--- config.mk ---
export PLATFORM = sky130hd
export DESIGN_NAME = selective_repeat_arq_sender
export DESIGN_NICKNAME = d
export VERILOG_FILES = /design/src/hdl/sra_pkg.sv /design/src/hdl/sra_front.sv /design/src/hdl/sra_res_queue.sv /design/src/hdl/sra_engine.sv /design/src/hdl/selective_repeat_arq_sender.sv
export SDC_FILE = /design/constraint.sdc
export NUM_CORES = 1
export LEC_CHECK = 0
export BUFFER_PORTS_ARGS = -buffer_cell sky130_fd_sc_hd__buf_2
export CAP_MARGIN = 10
export CORE_UTILIZATION = 45
export DETAILED_ROUTE_END_ITERATION = 16
export MAX_ROUTING_LAYER = met4
export PLACE_DENSITY = 0.66
export SYNTH_ARGS = -nofsm -noshare
export SYNTH_HDL_FRONTEND = slang
export SYNTH_SLANG_ARGS = --single-unit
--- constraint.sdc ---
create_clock -name clk_i -period 6.34 [get_ports clk_i]
set_input_delay 1.585 -clock clk_i [delete_from_list [all_inputs] [get_ports clk_i]]
set_output_delay 1.585 -clock clk_i [all_outputs]
set_load 0.05 [all_outputs]
--- src/hdl/sra_pkg.sv ---
// Shared types and constants for the selective-repeat ARQ sender.
// Holds item, result, command and config structs, operation/result codes, register indexes,
// engine states, sizes and reset values. No dependencies.
package sra_pkg;

  // Defaults and fixed sizes
  localparam int unsigned SeqCountDef = 8;
  localparam int unsigned MaxRetx     = 8;   // most retransmits per tick
  localparam int unsigned CmdQDepth   = 2;
  localparam int unsigned ResQDepth   = 2;
  localparam int unsigned StampW      = 32;
  localparam int unsigned CfgIdxW     = 2;
  localparam int unsigned CfgDataW    = 16;

  localparam logic [2:0]  WindowSizeRst   = 3'd4;
  localparam logic [15:0] TimeoutTicksRst = 16'd1000;

  // Input operation codes
  typedef enum logic [1:0] {
    OP_SEND = 2'd0,
    OP_ACK  = 2'd1,
    OP_TICK = 2'd2,
    OP_NONE = 2'd3
  } op_e;

  // Result kinds
  typedef enum logic [2:0] {
    KIND_TX_NEW    = 3'd0,
    KIND_WIN_FULL  = 3'd1,
    KIND_ACK_TAKEN = 3'd2,
    KIND_ACK_IGN   = 3'd3,
    KIND_RETX      = 3'd4,
    KIND_TICK_IDLE = 3'd5
  } kind_e;

  // Configuration register indexes
  typedef enum logic [CfgIdxW-1:0] {
    REG_WINDOW_SIZE   = 2'd0,
    REG_TIMEOUT_TICKS = 2'd1
  } cfg_reg_e;

  // Command classes passed from front to engine
  typedef enum logic [1:0] {
    CMD_SEND,
    CMD_ACK,
    CMD_TICK
  } cmd_e;

  // Engine sequencer states
  typedef enum logic [2:0] {
    ST_IDLE,
    ST_ACK_WALK,
    ST_TICK_RD,
    ST_TICK_CHK,
    ST_TICK_FIN
  } eng_state_e;

  typedef struct packed {
    logic [1:0] operation;
    logic [2:0] ack_seq;
  } in_item_t;

  typedef struct packed {
    logic [2:0] kind;
    logic [2:0] seq_number;
    logic [2:0] window_start;
    logic [2:0] pending_count;
    logic       last;
  } result_t;

  typedef struct packed {
    cmd_e       op;
    logic [2:0] ack_seq;
  } cmd_t;

  typedef struct packed {
    logic [2:0]  win_size;
    logic [15:0] timeout_ticks;
  } cfg_t;

endpackage

--- src/hdl/sra_front.sv ---
// Front end: decodes input items into commands and queues them.
// Depends on sra_pkg.
module sra_front (
  input  logic            clk_i,
  input  logic            rst_ni,
  input  logic            push_i,
  output logic            full_o,
  input  sra_pkg::in_item_t item_i,
  output logic            cmd_valid_o,
  output sra_pkg::cmd_t   cmd_o,
  input  logic            cmd_pop_i
);
  import sra_pkg::*;

  localparam int unsigned PtrW = (CmdQDepth > 1) ? $clog2(CmdQDepth) : 1;
  localparam int unsigned CntW = $clog2(CmdQDepth + 1);
  localparam logic [PtrW-1:0] LastPtr = PtrW'(CmdQDepth - 1);

  cmd_t            mem_q [CmdQDepth];
  logic [PtrW-1:0] wr_q, wr_d, rd_q, rd_d;
  logic [CntW-1:0] cnt_q, cnt_d;
  cmd_t            cmd_new;
  logic            cmd_keep;
  logic            accept, do_wr, do_rd;

  // Classify: operation three is dropped
  always_comb begin
    cmd_new.ack_seq = item_i.ack_seq;
    cmd_new.op      = CMD_SEND;
    cmd_keep        = 1'b1;
    case (item_i.operation)
      OP_SEND: cmd_new.op = CMD_SEND;
      OP_ACK:  cmd_new.op = CMD_ACK;
      OP_TICK: cmd_new.op = CMD_TICK;
      default: cmd_keep   = 1'b0;
    endcase
  end

  assign full_o      = (cnt_q == CntW'(CmdQDepth));
  assign cmd_valid_o = (cnt_q != '0);
  assign cmd_o       = mem_q[rd_q];
  assign accept      = push_i && !full_o;
  assign do_wr       = accept && cmd_keep;
  assign do_rd       = cmd_pop_i && cmd_valid_o;

  // Pointer and count update
  always_comb begin
    wr_d  = wr_q;
    rd_d  = rd_q;
    cnt_d = cnt_q;
    if (do_wr) begin
      wr_d = (wr_q == LastPtr) ? '0 : wr_q + 1'b1;
    end
    if (do_rd) begin
      rd_d = (rd_q == LastPtr) ? '0 : rd_q + 1'b1;
    end
    if (do_wr && !do_rd) begin
      cnt_d = cnt_q + 1'b1;
    end else if (!do_wr && do_rd) begin
      cnt_d = cnt_q - 1'b1;
    end
  end

  always_ff @(posedge clk_i or negedge rst_ni) begin
    if (!rst_ni) begin
      wr_q  <= '0;
      rd_q  <= '0;
      cnt_q <= '0;
    end else begin
      wr_q  <= wr_d;
      rd_q  <= rd_d;
      cnt_q <= cnt_d;
    end
  end

  // Queue storage
  always_ff @(posedge clk_i) begin
    if (do_wr) begin
      mem_q[wr_q] <= cmd_new;
    end
  end

endmodule

--- src/hdl/sra_res_queue.sv ---
// Result queue between the engine and the result ports.
// Depends on sra_pkg.
module sra_res_queue (
  input  logic             clk_i,
  input  logic             rst_ni,
  input  logic             push_i,
  output logic             full_o,
  input  sra_pkg::result_t res_i,
  output logic             empty_o,
  input  logic             pop_i,
  output sra_pkg::result_t res_o
);
  import sra_pkg::*;

  localparam int unsigned PtrW = (ResQDepth > 1) ? $clog2(ResQDepth) : 1;
  localparam int unsigned CntW = $clog2(ResQDepth + 1);
  localparam logic [PtrW-1:0] LastPtr = PtrW'(ResQDepth - 1);

  result_t         mem_q [ResQDepth];
  logic [PtrW-1:0] wr_q, wr_d, rd_q, rd_d;
  logic [CntW-1:0] cnt_q, cnt_d;
  logic            do_wr, do_rd;

  assign full_o  = (cnt_q == CntW'(ResQDepth));
  assign empty_o = (cnt_q == '0);
  assign res_o   = mem_q[rd_q];
  assign do_wr   = push_i && !full_o;
  assign do_rd   = pop_i && !empty_o;

  // Pointer and count update
  always_comb begin
    wr_d  = wr_q;
    rd_d  = rd_q;
    cnt_d = cnt_q;
    if (do_wr) begin
      wr_d = (wr_q == LastPtr) ? '0 : wr_q + 1'b1;
    end
    if (do_rd) begin
      rd_d = (rd_q == LastPtr) ? '0 : rd_q + 1'b1;
    end
    if (do_wr && !do_rd) begin
      cnt_d = cnt_q + 1'b1;
    end else if (!do_wr && do_rd) begin
      cnt_d = cnt_q - 1'b1;
    end
  end

  always_ff @(posedge clk_i or negedge rst_ni) begin
    if (!rst_ni) begin
      wr_q  <= '0;
      rd_q  <= '0;
      cnt_q <= '0;
    end else begin
      wr_q  <= wr_d;
      rd_q  <= rd_d;
      cnt_q <= cnt_d;
    end
  end

  always_ff @(posedge clk_i) begin
    if (do_wr) begin
      mem_q[wr_q] <= res_i;
    end
  end

endmodule

--- src/hdl/sra_engine.sv ---
// Back end: window state, timer stamps and the command sequencer.
// Executes send, ack and tick commands and pushes results. Depends on sra_pkg.
module sra_engine #(
  parameter int unsigned SEQ_COUNT = sra_pkg::SeqCountDef
) (
  input  logic             clk_i,
  input  logic             rst_ni,
  input  sra_pkg::cfg_t    cfg_i,
  input  logic             cmd_valid_i,
  input  sra_pkg::cmd_t    cmd_i,
  output logic             cmd_pop_o,
  input  logic             res_full_i,
  output logic             res_push_o,
  output sra_pkg::result_t res_o
);
  import sra_pkg::*;

  localparam int unsigned SW   = $clog2(SEQ_COUNT);
  localparam int unsigned CntW = $clog2(SEQ_COUNT + 1);
  localparam int unsigned HitW = $clog2(MaxRetx + 1);
  localparam logic [SW-1:0]   LastIdx = SW'(SEQ_COUNT - 1);
  localparam logic [HitW-1:0] HitLast = HitW'(MaxRetx - 1);

  eng_state_e        state_q, state_d;
  logic [SEQ_COUNT-1:0] pend_q, pend_d;
  logic [CntW-1:0]   count_q, count_d;
  logic [SW-1:0]     base_q, base_d;
  logic [SW-1:0]     next_q, next_d;
  logic [StampW-1:0] time_q, time_d;
  logic [SW-1:0]     idx_q, idx_d;
  logic [HitW-1:0]   hits_q, hits_d;
  logic [SW-1:0]     held_q, held_d;
  logic              held_vld_q, held_vld_d;

  logic [StampW-1:0] stamp_mem [SEQ_COUNT];
  logic [StampW-1:0] stamp_rd_q;
  logic              mem_we;
  logic [SW-1:0]     mem_waddr;

  logic [SW-1:0]     ack_idx;
  logic              ack_hit, send_ok, walk_stop, expired, scan_end;
  logic [StampW-1:0] age;

  function automatic logic [SW-1:0] seq_inc(input logic [SW-1:0] s);
    seq_inc = (s == LastIdx) ? '0 : s + 1'b1;
  endfunction

  // Shared decisions
  assign ack_idx   = SW'(cmd_i.ack_seq);
  assign ack_hit   = (int'(cmd_i.ack_seq) < SEQ_COUNT) && pend_q[ack_idx];
  assign send_ok   = (32'(count_q) < 32'(cfg_i.win_size)) && !pend_q[next_q];
  assign walk_stop = pend_q[base_q] || (base_q == next_q);
  assign age       = time_q - stamp_rd_q;
  assign expired   = !age[StampW-1] && (age >= StampW'(cfg_i.timeout_ticks));
  assign scan_end  = (idx_q == LastIdx);

  // Next state
  always_comb begin
    state_d = state_q;
    case (state_q)
      ST_IDLE: begin
        if (cmd_valid_i) begin
          case (cmd_i.op)
            CMD_ACK:  if (ack_hit) state_d = ST_ACK_WALK;
            CMD_TICK: state_d = ST_TICK_RD;
            default:  state_d = ST_IDLE;
          endcase
        end
      end
      ST_ACK_WALK: begin
        if (walk_stop && !res_full_i) state_d = ST_IDLE;
      end
      ST_TICK_RD: begin
        if (pend_q[idx_q]) begin
          state_d = ST_TICK_CHK;
        end else if (scan_end) begin
          state_d = ST_TICK_FIN;
        end
      end
      ST_TICK_CHK: begin
        if (expired) begin
          if (!(held_vld_q && res_full_i)) begin
            state_d = (scan_end || hits_q == HitLast) ? ST_TICK_FIN : ST_TICK_RD;
          end
        end else begin
          state_d = scan_end ? ST_TICK_FIN : ST_TICK_RD;
        end
      end
      ST_TICK_FIN: begin
        if (!res_full_i) state_d = ST_IDLE;
      end
      default: state_d = ST_IDLE;
    endcase
  end

  // Datapath and outputs
  always_comb begin
    pend_d     = pend_q;
    count_d    = count_q;
    base_d     = base_q;
    next_d     = next_q;
    time_d     = time_q;
    idx_d      = idx_q;
    hits_d     = hits_q;
    held_d     = held_q;
    held_vld_d = held_vld_q;
    mem_we     = 1'b0;
    mem_waddr  = idx_q;
    cmd_pop_o  = 1'b0;
    res_push_o = 1'b0;
    res_o.kind          = KIND_TICK_IDLE;
    res_o.seq_number    = '0;
    res_o.window_start  = 3'(base_q);
    res_o.pending_count = 3'(count_q);
    res_o.last          = 1'b1;
    case (state_q)
      ST_IDLE: begin
        if (cmd_valid_i) begin
          case (cmd_i.op)
            CMD_SEND: begin
              if (!res_full_i) begin
                res_push_o = 1'b1;
                cmd_pop_o  = 1'b1;
                if (send_ok) begin
                  res_o.kind          = KIND_TX_NEW;
                  res_o.seq_number    = 3'(next_q);
                  res_o.pending_count = 3'(count_q + 1'b1);
                  pend_d[next_q]      = 1'b1;
                  count_d             = count_q + 1'b1;
                  next_d              = seq_inc(next_q);
                  mem_we              = 1'b1;
                  mem_waddr           = next_q;
                end else begin
                  res_o.kind = KIND_WIN_FULL;
                end
              end
            end
            CMD_ACK: begin
              if (ack_hit) begin
                pend_d[ack_idx] = 1'b0;
                count_d         = count_q - 1'b1;
              end else if (!res_full_i) begin
                res_push_o       = 1'b1;
                cmd_pop_o        = 1'b1;
                res_o.kind       = KIND_ACK_IGN;
                res_o.seq_number = cmd_i.ack_seq;
              end
            end
            CMD_TICK: begin
              time_d     = time_q + 1'b1;
              idx_d      = '0;
              hits_d     = '0;
              held_vld_d = 1'b0;
            end
            default: cmd_pop_o = 1'b1;
          endcase
        end
      end
      // Slide the base over cleared entries, one per cycle
      ST_ACK_WALK: begin
        if (walk_stop) begin
          if (!res_full_i) begin
            res_push_o       = 1'b1;
            cmd_pop_o        = 1'b1;
            res_o.kind       = KIND_ACK_TAKEN;
            res_o.seq_number = cmd_i.ack_seq;
          end
        end else begin
          base_d = seq_inc(base_q);
        end
      end
      ST_TICK_RD: begin
        if (!pend_q[idx_q] && !scan_end) begin
          idx_d = idx_q + 1'b1;
        end
      end
      // Timer check; previous hit goes out once the next one is known
      ST_TICK_CHK: begin
        if (expired) begin
          if (!(held_vld_q && res_full_i)) begin
            res_push_o       = held_vld_q;
            res_o.kind       = KIND_RETX;
            res_o.seq_number = 3'(held_q);
            res_o.last       = 1'b0;
            mem_we           = 1'b1;
            held_d           = idx_q;
            held_vld_d       = 1'b1;
            hits_d           = hits_q + 1'b1;
            if (!scan_end) idx_d = idx_q + 1'b1;
          end
        end else if (!scan_end) begin
          idx_d = idx_q + 1'b1;
        end
      end
      ST_TICK_FIN: begin
        if (!res_full_i) begin
          res_push_o = 1'b1;
          cmd_pop_o  = 1'b1;
          if (held_vld_q) begin
            res_o.kind       = KIND_RETX;
            res_o.seq_number = 3'(held_q);
          end
        end
      end
      default: ;
    endcase
  end

  always_ff @(posedge clk_i or negedge rst_ni) begin
    if (!rst_ni) begin
      state_q    <= ST_IDLE;
      pend_q     <= '0;
      count_q    <= '0;
      base_q     <= '0;
      next_q     <= '0;
      time_q     <= '0;
      idx_q      <= '0;
      hits_q     <= '0;
      held_vld_q <= 1'b0;
    end else begin
      state_q    <= state_d;
      pend_q     <= pend_d;
      count_q    <= count_d;
      base_q     <= base_d;
      next_q     <= next_d;
      time_q     <= time_d;
      idx_q      <= idx_d;
      hits_q     <= hits_d;
      held_vld_q <= held_vld_d;
    end
  end

  always_ff @(posedge clk_i) begin
    held_q <= held_d;
  end

  // Send-stamp memory: one write port, one registered read port
  always_ff @(posedge clk_i) begin
    if (mem_we) begin
      stamp_mem[mem_waddr] <= time_q;
    end
    stamp_rd_q <= stamp_mem[idx_q];
  end

  // Checks
  a_count_matches_flags: assert property (@(posedge clk_i) disable iff (!rst_ni)
    32'(count_q) == $countones(pend_q))
    else $error("pending count out of step with flags");

  a_push_has_room: assert property (@(posedge clk_i) disable iff (!rst_ni)
    res_push_o |-> !res_full_i)
    else $error("result pushed into full queue");

  a_pop_has_cmd: assert property (@(posedge clk_i) disable iff (!rst_ni)
    cmd_pop_o |-> cmd_valid_i)
    else $error("command popped from empty queue");

  a_hits_bounded: assert property (@(posedge clk_i) disable iff (!rst_ni)
    32'(hits_q) <= MaxRetx)
    else $error("too many retransmits in one tick");

  a_tick_advances_time: assert property (@(posedge clk_i) disable iff (!rst_ni)
    (state_q == ST_IDLE && state_d == ST_TICK_RD) |=> time_q == $past(time_q) + 1'b1)
    else $error("tick did not advance time");

endmodule

--- src/hdl/selective_repeat_arq_sender.sv ---
// Selective-repeat ARQ sender window keeper (top level).
// Each result passes through the command queue, the engine and the result queue, both
// queues registered. Send and ignored ack are done in the engine idle state; taken ack walks
// the base one entry per cycle while it slides; tick reads and checks each pending entry,
// skips idle ones, then finishes. Rate is set by the engine sequencer and the stamp memory read port.
// Async active-low reset clears window state, time and queues and restores the
// configuration defaults; stamps are not cleared.
module selective_repeat_arq_sender #(
  parameter int unsigned SEQ_COUNT = sra_pkg::SeqCountDef
) (
  input  logic                          clk_i,
  input  logic                          rst_ni,
  input  logic                          push,
  output logic                          full,
  input  sra_pkg::in_item_t             item_i,
  output logic                          empty,
  input  logic                          pop,
  output sra_pkg::result_t              result_o,
  input  logic                          cfg_we_i,
  input  logic [sra_pkg::CfgIdxW-1:0]   cfg_index_i,
  input  logic [sra_pkg::CfgDataW-1:0]  cfg_data_i
);
  import sra_pkg::*;

  cfg_t    cfg_q;
  logic    cmd_valid, cmd_pop, res_push, res_full;
  cmd_t    cmd;
  result_t res;

  // Configuration registers
  always_ff @(posedge clk_i or negedge rst_ni) begin
    if (!rst_ni) begin
      cfg_q.win_size      <= WindowSizeRst;
      cfg_q.timeout_ticks <= TimeoutTicksRst;
    end else if (cfg_we_i) begin
      case (cfg_index_i)
        REG_WINDOW_SIZE:   cfg_q.win_size      <= cfg_data_i[2:0];
        REG_TIMEOUT_TICKS: cfg_q.timeout_ticks <= cfg_data_i[15:0];
        default: ;
      endcase
    end
  end

  sra_front u_front (
    .clk_i       (clk_i),
    .rst_ni      (rst_ni),
    .push_i      (push),
    .full_o      (full),
    .item_i      (item_i),
    .cmd_valid_o (cmd_valid),
    .cmd_o       (cmd),
    .cmd_pop_i   (cmd_pop)
  );

  sra_engine #(
    .SEQ_COUNT (SEQ_COUNT)
  ) u_engine (
    .clk_i       (clk_i),
    .rst_ni      (rst_ni),
    .cfg_i       (cfg_q),
    .cmd_valid_i (cmd_valid),
    .cmd_i       (cmd),
    .cmd_pop_o   (cmd_pop),
    .res_full_i  (res_full),
    .res_push_o  (res_push),
    .res_o       (res)
  );

  sra_res_queue u_res_queue (
    .clk_i   (clk_i),
    .rst_ni  (rst_ni),
    .push_i  (res_push),
    .full_o  (res_full),
    .res_i   (res),
    .empty_o (empty),
    .pop_i   (pop),
    .res_o   (result_o)
  );

endmodule
==> load_flow_metrics.sql <==
INSERT INTO impl_metrics (metric_group, metric, value, unit) VALUES
('timing', 'maximum_clock_frequency', '174', 'MHz'),
('synth', 'yosys_warnings', '0', ''),
('floorplan', 'boundary_pin_count', '43', ''),
('global_route', 'wire_length_of_the_first_global_routing_pass', '63000', 'um'),
('synth', 'netlist_instances', '1392', ''),
('synth', 'post_synth_main_area_contributors', 'sky130_fd_sc_hd__edfxtp_1 47%, sky130_fd_sc_hd__dfrtp_1 11%, sky130_fd_sc_hd__mux4_2 8.0%', ''),
('layout', 'final_layout_size_suffix_gt1_frac', '0.186', ''),
('clock_tree', 'post_cts_hold_buffer_count', '0', ''),
('clock_tree', 'clock_slew_at_reported_path_ffs', '0.06', 'ns'),
('timing', 'fin_hold_ws', '0.481', 'ns'),
('power_and_ir_drop', 'pwr-share-clk', '0.287', ''),
('critical_path', 'cp-endpoint', 'u_engine.stamp_mem[0][10]', ''),
('critical_path', 'crit_fanout', '32', ''),
('synth', 'synth_flop_cell', 'sky130_fd_sc_hd__edfxtp_1', ''),
('timing', 'unrepaired_setup_endpoints_after_global_routing', 'false', ''),
('power_and_ir_drop', 'cellPowerDensity', '421', 'nW/um2'),
('floorplan', 'initial_core_utilization', '0.461', ''),
('min_path', 'hold_depth', '1', ''),
('routing', 'number_of_vias_per_cell_after_detailed_routing', '5.61', ''),
('critical_path', 'crit_required', '6.51', 'ns'),
('clock_tree', 'cts_root_buf', 'sky130_fd_sc_hd__clkbuf_16', ''),
('placement', 'placement.cell_area', '19900', 'um2'),
('timing', 'setup_violations', '0', ''),
('routing', 'vias', '11300', ''),
('timing', 'slew_headroom', '0.296', ''),
('timing', 'final.min_clock_period', '5.76', 'ns'),
('synth', 'synthesis.nets', '1482', ''),
('floorplan', 'die_height', '208', 'um'),
('critical_path', 'r2r_slack', '0.58', 'ns'),
('global_route', 'gr-total-overflow', '0', ''),
('layout', 'final_cells', '2012', ''),
('critical_path', 'signal_arrival_time_at_the_worst_endpoint', '5.93', 'ns'),
('power_and_ir_drop', 'seq_power_share', '0.409', ''),
('synth', 'yosysSeqAreaShare', '0.615', ''),
('routing', 'drtIter0Drc', '834', ''),
('synth', 'syn_area', '19000', 'um2'),
('timing', 'worst_slew_pin_slew', '1.06', 'ns'),
('power_and_ir_drop', 'power.static_leakage', '8.11', 'nW'),
('clock_tree', 'cts_tree', 'built', ''),
('synth', 'yosys.cell_count.top_type', 'sky130_fd_sc_hd__edfxtp_1', ''),
('timing', 'worst_clock_skew', '0.0237', 'ns'),
('synth', 'synth_enable_flop_cells', '295', ''),
('synth', 'share_of_synthesized_registers_carrying_an_async_set_or_reset', '0.212', ''),
('critical_path', 'rr_startpoint', 'u_engine.time_q[0]', ''),
('timing', 'timing.final.crit_share', '0.908', ''),
('routing', 'route.detailed.drc', '0', ''),
('layout', 'post-route-cell-area', '21300', 'um2'),
('synth', 'ys_types', '93', ''),
('clock_tree', 'post_cts_setup_inserts', '0', ''),
('global_route', 'grtUsageTotal', '0.193', ''),
('power_and_ir_drop', 'total_switching_power', '2.98', 'mW'),
('routing', 'routed_wirelength', '39300', 'um'),
('critical_path', 'timing.critical_path.to_type', 'flop', ''),
('power_and_ir_drop', 'fin_total_pwr', '8.99', 'mW'),
('run_status', 'status', 'completed', ''),
('layout', 'diode_count', '0', ''),
('floorplan', 'core_area', '41300', 'um2'),
('power_and_ir_drop', 'switching_power_share_of_the_total', '0.331', ''),
('global_route', 'grt_antenna_before_repair', '0', ''),
('placement', 'numPortBuffers', '42', ''),
('layout', 'areaGrowthSynthToFinish', '12.0', '%'),
('clock_tree', 'cts_max_path_buffers', '3', ''),
('placement', 'routabilityCongestion', '0.916', ''),
('power_and_ir_drop', 'p_int', '6.01', 'mW'),
('clock_tree', 'ctsHtreeMaxLevel', '2', ''),
('synth', 'yosys.area.top_type', 'sky130_fd_sc_hd__edfxtp_1', ''),
('power_and_ir_drop', 'comb_pwr_share', '0.304', ''),
('placement', 'dp.cells', '1930', ''),
('critical_path', 'timing.setup.critical_path_class', 'flop to flop', ''),
('clock_tree', 'clock_latency_at_the_later_pin_of_the_worst_skew_pair', '0.57', 'ns'),
('min_path', 'hold_class', 'flop to flop', '');
## cell usage in the layout, fill, tap and decap left out, drive strengths merged, types with 32 or more instances in the layout
master / instances
nor2: 72
clkbuf: 62
buf: 54
a21oi: 53
mux2: 41
o21ai: 45
xnor2: 50
dfxtp: 32
edfxtp: 295
mux4: 68
inv: 76
dfrtp: 81
ha: 61
nand2: 188
## worst min path at each step
| stage | from | to | slack, ns |
|---|---|---|---|
| 3_3_place_gp | u_engine.count_q[3] | u_engine.count_q[3] | 0.47 |
| 5_1_grt | u_engine.count_q[3] | u_engine.count_q[3] | 0.51 |
| 4_1_cts | u_engine.count_q[3] | u_engine.count_q[3] | 0.49 |
| 6_report | u_engine.count_q[3] | u_engine.count_q[3] | 0.48 |
| 2_1_floorplan | u_engine.count_q[3] | u_engine.count_q[3] | 0.45 |
| 3_5_place_dp | u_engine.count_q[3] | u_engine.count_q[3] | 0.47 |
## through the flow
stage | utilization | setup WS, ns
after floorplan | - | 0.453
after global placement | 0.481 | 0.802
after detailed placement | 0.481 | 0.585
after CTS | 0.517 | 0.550
after global routing | 0.517 | 0.221
final | 0.517 | 0.581
## flip-flops by register name, indices dropped and copies added (netlist names)
register             cells
u_engine.time_q         32
u_engine.held_vld_q      1
u_res_queue.wr_q         1
u_res_queue.rd_q         1
u_engine.state_q         3
u_engine.held_q          3
u_engine.stamp_mem     256
u_front.rd_q             1
u_front.wr_q             1
u_res_queue.cnt_q        2
u_engine.hits_q          4
u_engine.base_q          3
u_res_queue.mem_q       26
u_engine.pend_q          8
u_engine.count_q         4
cfg_q                   19
u_engine.stamp_rd_q     32
u_engine.next_q          3
u_front.mem_q           10
u_front.cnt_q            2
u_engine.idx_q           3
## critical path, cell delays in order (launching register included)
cell                        delay [ns]
sky130_fd_sc_hd__dfrtp_1          0.53
sky130_fd_sc_hd__inv_1            0.13
sky130_fd_sc_hd__ha_1             0.23
sky130_fd_sc_hd__fa_1             0.41
sky130_fd_sc_hd__and2b_4          0.29
sky130_fd_sc_hd__o2111ai_4        0.15
sky130_fd_sc_hd__a21oi_1          0.26
sky130_fd_sc_hd__nor2_1           0.11
sky130_fd_sc_hd__o21ai_0          0.22
sky130_fd_sc_hd__xor2_1           0.18
sky130_fd_sc_hd__ha_1             0.26
sky130_fd_sc_hd__o21ai_0          0.17
sky130_fd_sc_hd__nor2_1           0.05
sky130_fd_sc_hd__a211oi_1         0.25
sky130_fd_sc_hd__o221ai_1         0.16
sky130_fd_sc_hd__a311o_1          0.29
sky130_fd_sc_hd__a221oi_2         0.19
sky130_fd_sc_hd__o2111ai_2        0.29
sky130_fd_sc_hd__o211ai_4         0.36
sky130_fd_sc_hd__nor2_2           0.16
sky130_fd_sc_hd__a2bb2o_2         0.62
## routing by layer
| layer | part of all wire | GRT usage | wire, um |
|---|---|---|---|
| met1 | 0.46 | 0.260 | 18200 |
| met2 | 0.47 | 0.305 | 18600 |
| met3 | 0.048 | 0.0313 | 1880 |
| met4 | 0.017 | 0.0478 | 657 |
| met5 | 0 | - | 0 |
## power by group through the flow
stage | clock network (mW) | registers, mW | logic, mW
final | 2.58 | 3.68 | 2.73
after global routing | 2.73 | 3.73 | 3.02
after CTS | 2.63 | 3.68 | 2.75
after detailed placement | 0 | 3.73 | 2.73
after global placement | 0 | 3.71 | 2.69
after floorplan | 0 | 3.55 | 2.25
## cell families after synthesis
| logic type | synth area share |
|---|---|
| mux | 0.112 |
| flops | 0.615 |
| simple gates | 0.0982 |
| xor+xnor | 0.0322 |
| fa+ha+maj | 0.0411 |
| buf+inv | 0.0263 |
| compound gates | 0.0750 |
## cell type report
cell class / count / area [um2] / area share
Clock inverter: 20 / 209 / 0.00980
Multi-Input combinational cell: 855 / 6900 / 0.323
Sequential cell: 415 / 11700 / 0.549
Tap cell: 532 / 666 / 0.0312
Inverter: 74 / 278 / 0.0130
Timing Repair Buffer: 54 / 303 / 0.0142
Clock buffer: 62 / 1260 / 0.0591
Power figures use the tool's default switching activity.
